===== config.mk =====
export PLATFORM = sky130hd
export DESIGN_NAME = rtp_div_cell
export DESIGN_NICKNAME = d
export VERILOG_FILES = /design/src/sv/rtp_pkg.sv /design/src/sv/rtp_div_cell.sv
export SDC_FILE = /design/constraint.sdc
export NUM_CORES = 1
export LEC_CHECK = 0
export ABC_CLOCK_PERIOD_IN_PS = 4600
export BUFFER_PORTS_ARGS = -buffer_cell sky130_fd_sc_hd__buf_2
export CORE_ASPECT_RATIO = 1.25
export CORE_MARGIN = 4
export CORE_UTILIZATION = 44
export CTS_CLUSTER_SIZE = 25
export DETAILED_ROUTE_END_ITERATION = 10
export PLACE_DENSITY = 0.79
export REMOVE_ABC_BUFFERS = 1
export SETUP_SLACK_MARGIN = 0.5
export SLEW_MARGIN = 30
export SYNTH_ARGS = -nofsm -noshare
export SYNTH_HDL_FRONTEND = slang
export SYNTH_SLANG_ARGS = --single-unit

===== constraint.sdc =====
create_clock -name clk -period 4.6 [get_ports clk]
set_input_delay 0.23 -clock clk [delete_from_list [all_inputs] [get_ports clk]]
set_output_delay 0.23 -clock clk [all_outputs]
set_load 0.03 [all_outputs]

===== src/sv/rtp_pkg.sv =====
package rtp_pkg;

    // register reset values and the record size used when the register is zero
    localparam logic [15:0] DEFAULT_RECORD_SIZE = 16'd128;
    localparam logic [15:0] SECTOR_SIZE_RESET   = 16'd512;
    localparam logic [2:0]  CLUSTER_SHIFT_RESET = 3'd0;

    // restoring divide steps, one per cell, for a 32-bit dividend
    localparam int DIV_STEPS = 32;

    // configuration register indexes
    typedef enum logic [1:0] {
        CFG_RECORD_SIZE   = 2'd0,
        CFG_SECTOR_SIZE   = 2'd1,
        CFG_CLUSTER_SHIFT = 2'd2
    } cfg_index_t;

    // partial remainder plus combined dividend / quotient shift word
    typedef struct packed {
        logic [15:0] rem;
        logic [31:0] dq;
    } div_state_t;

    // carried alongside the byte position divide
    typedef struct packed {
        logic [31:0] byte_pos;
        logic [31:0] total;
        logic        eof;
    } div_a_side_t;

    // carried alongside the remaining byte count divide
    typedef struct packed {
        logic [31:0] byte_pos;
        logic [15:0] sec;
        logic [15:0] off;
        logic [15:0] clus;
        logic [15:0] first;
        logic        eof;
    } div_b_side_t;

endpackage


===== src/sv/rtp_div_cell.sv =====
module rtp_div_cell
    import rtp_pkg::*;
#(
    parameter int SIDE_W = 65
)
(
    input  logic              clk,
    input  logic              rst_n,
    input  logic [15:0]       ssize,
    input  logic              prev_valid,
    input  div_state_t        prev_div,
    input  logic [SIDE_W-1:0] prev_side,
    output logic              take,
    input  logic              next_take,
    output logic              valid_reg,
    output div_state_t        div_reg,
    output logic [SIDE_W-1:0] side_reg
);

    logic [16:0] shifted;
    logic [16:0] diff;
    logic        fits;
    div_state_t  div_next;

    // one restoring step: bring in the next dividend bit, subtract if it fits
    always_comb
    begin
        shifted      = {prev_div.rem, prev_div.dq[31]};
        diff         = shifted - {1'b0, ssize};
        fits         = (shifted >= {1'b0, ssize});
        div_next.rem = fits ? diff[15:0] : shifted[15:0];
        div_next.dq  = {prev_div.dq[30:0], fits};
    end

    // slot loads when empty or when the neighbor downstream takes its item
    assign take = !valid_reg || next_take;

    always_ff @(posedge clk or negedge rst_n)
    begin
        if (!rst_n)
        begin
            valid_reg <= 1'b0;
        end
        else if (take)
        begin
            valid_reg <= prev_valid;
        end
    end

    always_ff @(posedge clk)
    begin
        if (take && prev_valid)
        begin
            div_reg  <= div_next;
            side_reg <= prev_side;
        end
    end

endmodule


Yosys cells after proc, flatten, opt, wreduce, memory -nomap -nowiden
Cells that the tools add are included.
{"block": "totals", "regBits": 114, "in_bits": 133, "output_inout_bits": 115}
{"block": "classes", "n_addsub": 1, "order_cmp": 1, "mux": 1, "n_reduce_logical": 3}
{"operator": "greater-or-equal comparator 17 x 16 -> 1 bit", "n": 1}
{"operator": "2-to-1 mux 16 bit", "n": 1}
{"operator": "subtractor 16 bit", "n": 1}
{"operator": "logical AND 1 bit", "n": 1}
{"operator": "logical NOT 1 bit", "n": 1}
{"operator": "logical OR 1 bit", "n": 1}

Longest topological paths before layout
{"block": "logic_depth", "ltp_word": 3, "mapped_depth": 10, "ltp_nobuf": 10}

Worst setup path after synthesis
Ideal clock, no wire load.
{"block": "synth_timing", "path_kind": "register to register", "start": "register valid_reg", "end": "register div_reg[0] (netlist bit), enable pin", "t_arrival_ns": 3.482, "required_ns": 4.115, "path_slack_ns": 0.633, "path_stages_with_launch": 3, "path_buffers": 0, "cell_sequence": "dfrtp_1 -> nand2b_1 -> and2_1"}
{"block": "synth_via", "elab_chain_cells": 3}
{"element": "start: declaration", "line_no": "rtp_div_cell.sv:15", "source": "output logic valid_reg,"}
{"element": "start signal: assignment", "line_no": "rtp_div_cell.sv:46", "source": "valid_reg <= prev_valid;"}
{"element": "logical NOT 1 bit", "line_no": "rtp_div_cell.sv:36", "source": "assign take = !valid_reg || next_take;"}
{"element": "logical OR 1 bit", "line_no": "rtp_div_cell.sv:36"}
{"element": "net take", "line_no": "rtp_div_cell.sv:13", "source": "output logic take,"}
{"element": "logical AND 1 bit", "line_no": "rtp_div_cell.sv:52", "source": "if (take && prev_valid)"}
{"element": "end signal: assignment", "line_no": "rtp_div_cell.sv:54", "source": "div_reg <= div_next;"}
{"element": "end: declaration", "line_no": "rtp_div_cell.sv:16", "source": "output div_state_t div_reg,"}
The timed path passes the listed nets, and every way through them passes these cells.
A chain may end at the register's enable or synchronous reset.

==> flow_metrics.env <==
export IMPL_diodes=0
export IMPL_grt_max_degree=52
export IMPL_die_h_um=121.2
export IMPL_critPathArrivalTime_ns=2.48
export IMPL_route_detailed_drc=0
export IMPL_drv_cap=0
export IMPL_placementRows=41
export IMPL_numCtsBuffers=17
export IMPL_slew_headroom_pct=48.10
export IMPL_grt_pass1_wl_um=22610
export IMPL_place_gp_congestion=0.8551
export IMPL_endpoint_kind="flip-flop"
export IMPL_nFillCells=645
export IMPL_cp_slowest_cell="a32oi_4"
export IMPL_ant_nets=0
export IMPL_dp_hpwl_um=10500
export IMPL_hp_class="input pin to flip-flop"
export IMPL_portBuffers=247
export IMPL_synth_edff_count=113
export IMPL_finClkSkew_ns=0.01555
export IMPL_wire_per_inst_um=22.79
export IMPL_final_cell_mix="247 x buf_2, 113 x edfxtp_1, 86 x dlygate4sd3_1, 17 x inv_1, 17 x clkbuf_16"
export IMPL_antenna_found_initial=1
export IMPL_period_needed_ns=2.341
export IMPL_synth_top_flop_cell="edfxtp_1"
export IMPL_grt_overflow_total=0
export IMPL_cts_tree="built"
export IMPL_ff2ff_setup_slack_ns=2.40
export IMPL_largest_register_ffs=65
export IMPL_tightest_slew_ns=0.7785
export IMPL_cts_sinks=114
export IMPL_layout_commonest_cell="buf_2"
export IMPL_viasPerCell=5.091
export IMPL_p_clk_share_pct=41.3
export IMPL_maxSlewViolCount=0
export IMPL_pwr_share_comb_pct=17.5
export IMPL_cpPeakStageDelay_ns=0.64
export IMPL_core_area_um2=10050
export IMPL_async_reset_ff_share_pct=0.8772
export IMPL_path_cells="buf_2, inv_1, ha_1, nand4_1, o41a_1, a32oi_4, mux2_2"
export IMPL_drt_iter0_drc=280
export IMPL_ys_types=41
export IMPL_power_internal_uw=2227
export IMPL_period_share_pct=50.88
export IMPL_synth_top_cell_by_area="edfxtp_1"
export IMPL_power_density_nw_per_um2=413.2
export IMPL_multiInputGateArea_um2=1002
export IMPL_final_nets=758
export IMPL_max_freq_mhz=427.2
export IMPL_seq_power_share_pct=41.3
export IMPL_area_delta_synth_final_pct=62.56
export IMPL_synth_area_top_cells="edfxtp_1 75%, ha_1 4.4%, mux2_2 1.7%"
export IMPL_num_vias=3813
export IMPL_yosysWarnings=0
export IMPL_path_class="input pin to flip-flop"
export IMPL_dr_pass1_iters=5
export IMPL_switching_share_pct=26.45
export IMPL_finalPower_uw=3028
export IMPL_clk_path_buf_depth=2
export IMPL_leakagePower_uw=0.003223
export IMPL_clk_latency_ns=0.40
export IMPL_num_io_pins=248
export IMPL_synthesis_area_um2=4508
export IMPL_grt_util_all_layers_pct=26.33
export IMPL_run_status="complete, no violations"
export IMPL_tns_ns=0
export IMPL_die_area_um2=11940
export IMPL_finalSetupViolCount=0
export IMPL_ys_ff_latch=114
export IMPL_worstPathMaxFanout=18
export IMPL_grt_pass1_vias=3796
export IMPL_synth_top_area_share_pct=75.27
export IMPL_initial_core_util_pct=44.84
export IMPL_required_ns=4.74
export IMPL_cp_startpoint="ssize[12]"
export IMPL_r2r_start="valid_reg"
export IMPL_grt_setup_unrepaired="no"
export IMPL_finalHoldViolCount=0
export IMPL_start_kind="input pin"
export IMPL_seq_area_um2=3418
export IMPL_power_switching_uw=800.8
export IMPL_yosysSeqAreaShare_pct=75.83
export IMPL_avgSynthCellArea_um2=17.47
export IMPL_synth_cells=258
export IMPL_layout_drive_gt1_share_pct=47.42
export IMPL_wl_um=17070
export IMPL_die_width_um=98.54
export IMPL_holdWs_ns=0.01312
export IMPL_vdd_drop_max_v=0.0003368
export IMPL_h_tree_depth=4
export IMPL_clockRootBuffer="clkbuf_16"
export IMPL_hold_start="prev_side[57]"
export IMPL_utilization_pct=72.88
export IMPL_clk_pin_slew_ns=0.05
==> power groups by stage <==
stage | combinational, µW | sequential [µW] | clock (µW)
detailed placement | 455 | 1270 | 0
CTS | 501 | 1250 | 1230
finish | 529 | 1250 | 1250
global placement | 441 | 1260 | 0
floorplan | 158 | 1400 | 0
global route | 561 | 1250 | 1310
==> layout make-up <==
cell class | instances | share of cell area, %
Clock buffer | 19 | 5.907
Tap cell | 129 | 2.202
Sequential cell | 114 | 46.65
Multi-Input combinational cell | 123 | 13.68
Timing Repair Buffer | 335 | 29.09
Inverter | 17 | 0.8708
Clock inverter | 12 | 1.605
==> worst max-delay path, delay by kind of cell <==
family	cells	cell delay (ns)
AO/OA/AOI/OAI	2	1.14
adder cells (fa/ha/maj)	1	0.42
multiplexers	1	0.42
AND/OR/NAND/NOR	1	0.16
buffers and inverters	2	0.10
==> worst paths after layout <==
path | to | cells past startpoint
hold / removal | side_reg[57] | 1
max in group asynchronous | valid_reg | 2
setup / recovery | div_reg[38] | 7
hold reg to reg | valid_reg | 2
min in group asynchronous | valid_reg | 2
setup reg to reg | side_reg[54] | 4
==> cell families after synthesis <==
logic type | share of synthesized area, %
AO/OA/AOI/OAI | 7.216
XOR/XNOR | 1.943
buffers and inverters | 1.998
flip-flops | 75.83
adder cells (fa/ha/maj) | 4.885
AND/OR/NAND/NOR | 4.607
multiplexers | 3.525
==> layer usage <==
layer	vias to the layer above	wire length (µm)	share of wire, %	global-route usage, %
met3	43	1945	11	13.57
met4	2	775	4.5	12.38
met1	1831	5605	33	25.51
met5	-	13	0.076	0
met2	242	8726	51	45.98
li1	1695	-	-	-
==> synthesized netlist by cell type (3+ instances only) <==
master and number:
a211oi_1 3, a21o_1 6, a21oi_1 11, edfxtp_1 113, ha_1 16, inv_1 17
mux2_2 7, mux2_4 4, nand2_1 10, nand4_1 4, nor2_1 9, nor2b_1 4
o21a_1 3, o21ai_0 7, xnor2_1 6, xor2_1 4
==> metrics by stage <==
| stage | setup WS [ns] | cells | area (µm²) |
|---|---|---|---|
| final | 2.259 | 749 | 7328 |
| after global routing | 2.132 | 749 | 7328 |
| after CTS | 2.269 | 726 | 7098 |
| after detailed placement | 1.859 | 632 | 5917 |
| after global placement | 1.899 | 631 | 5889 |
| after floorplan | 0.6330 | 254 | 4482 |
==> repair_timing <==
action                    CTS  global route
buffers inserted            0             0
resized for setup           0             0
hold endpoints to repair   63            23
hold buffers               63            23
(Power assumes the default switching activity.)
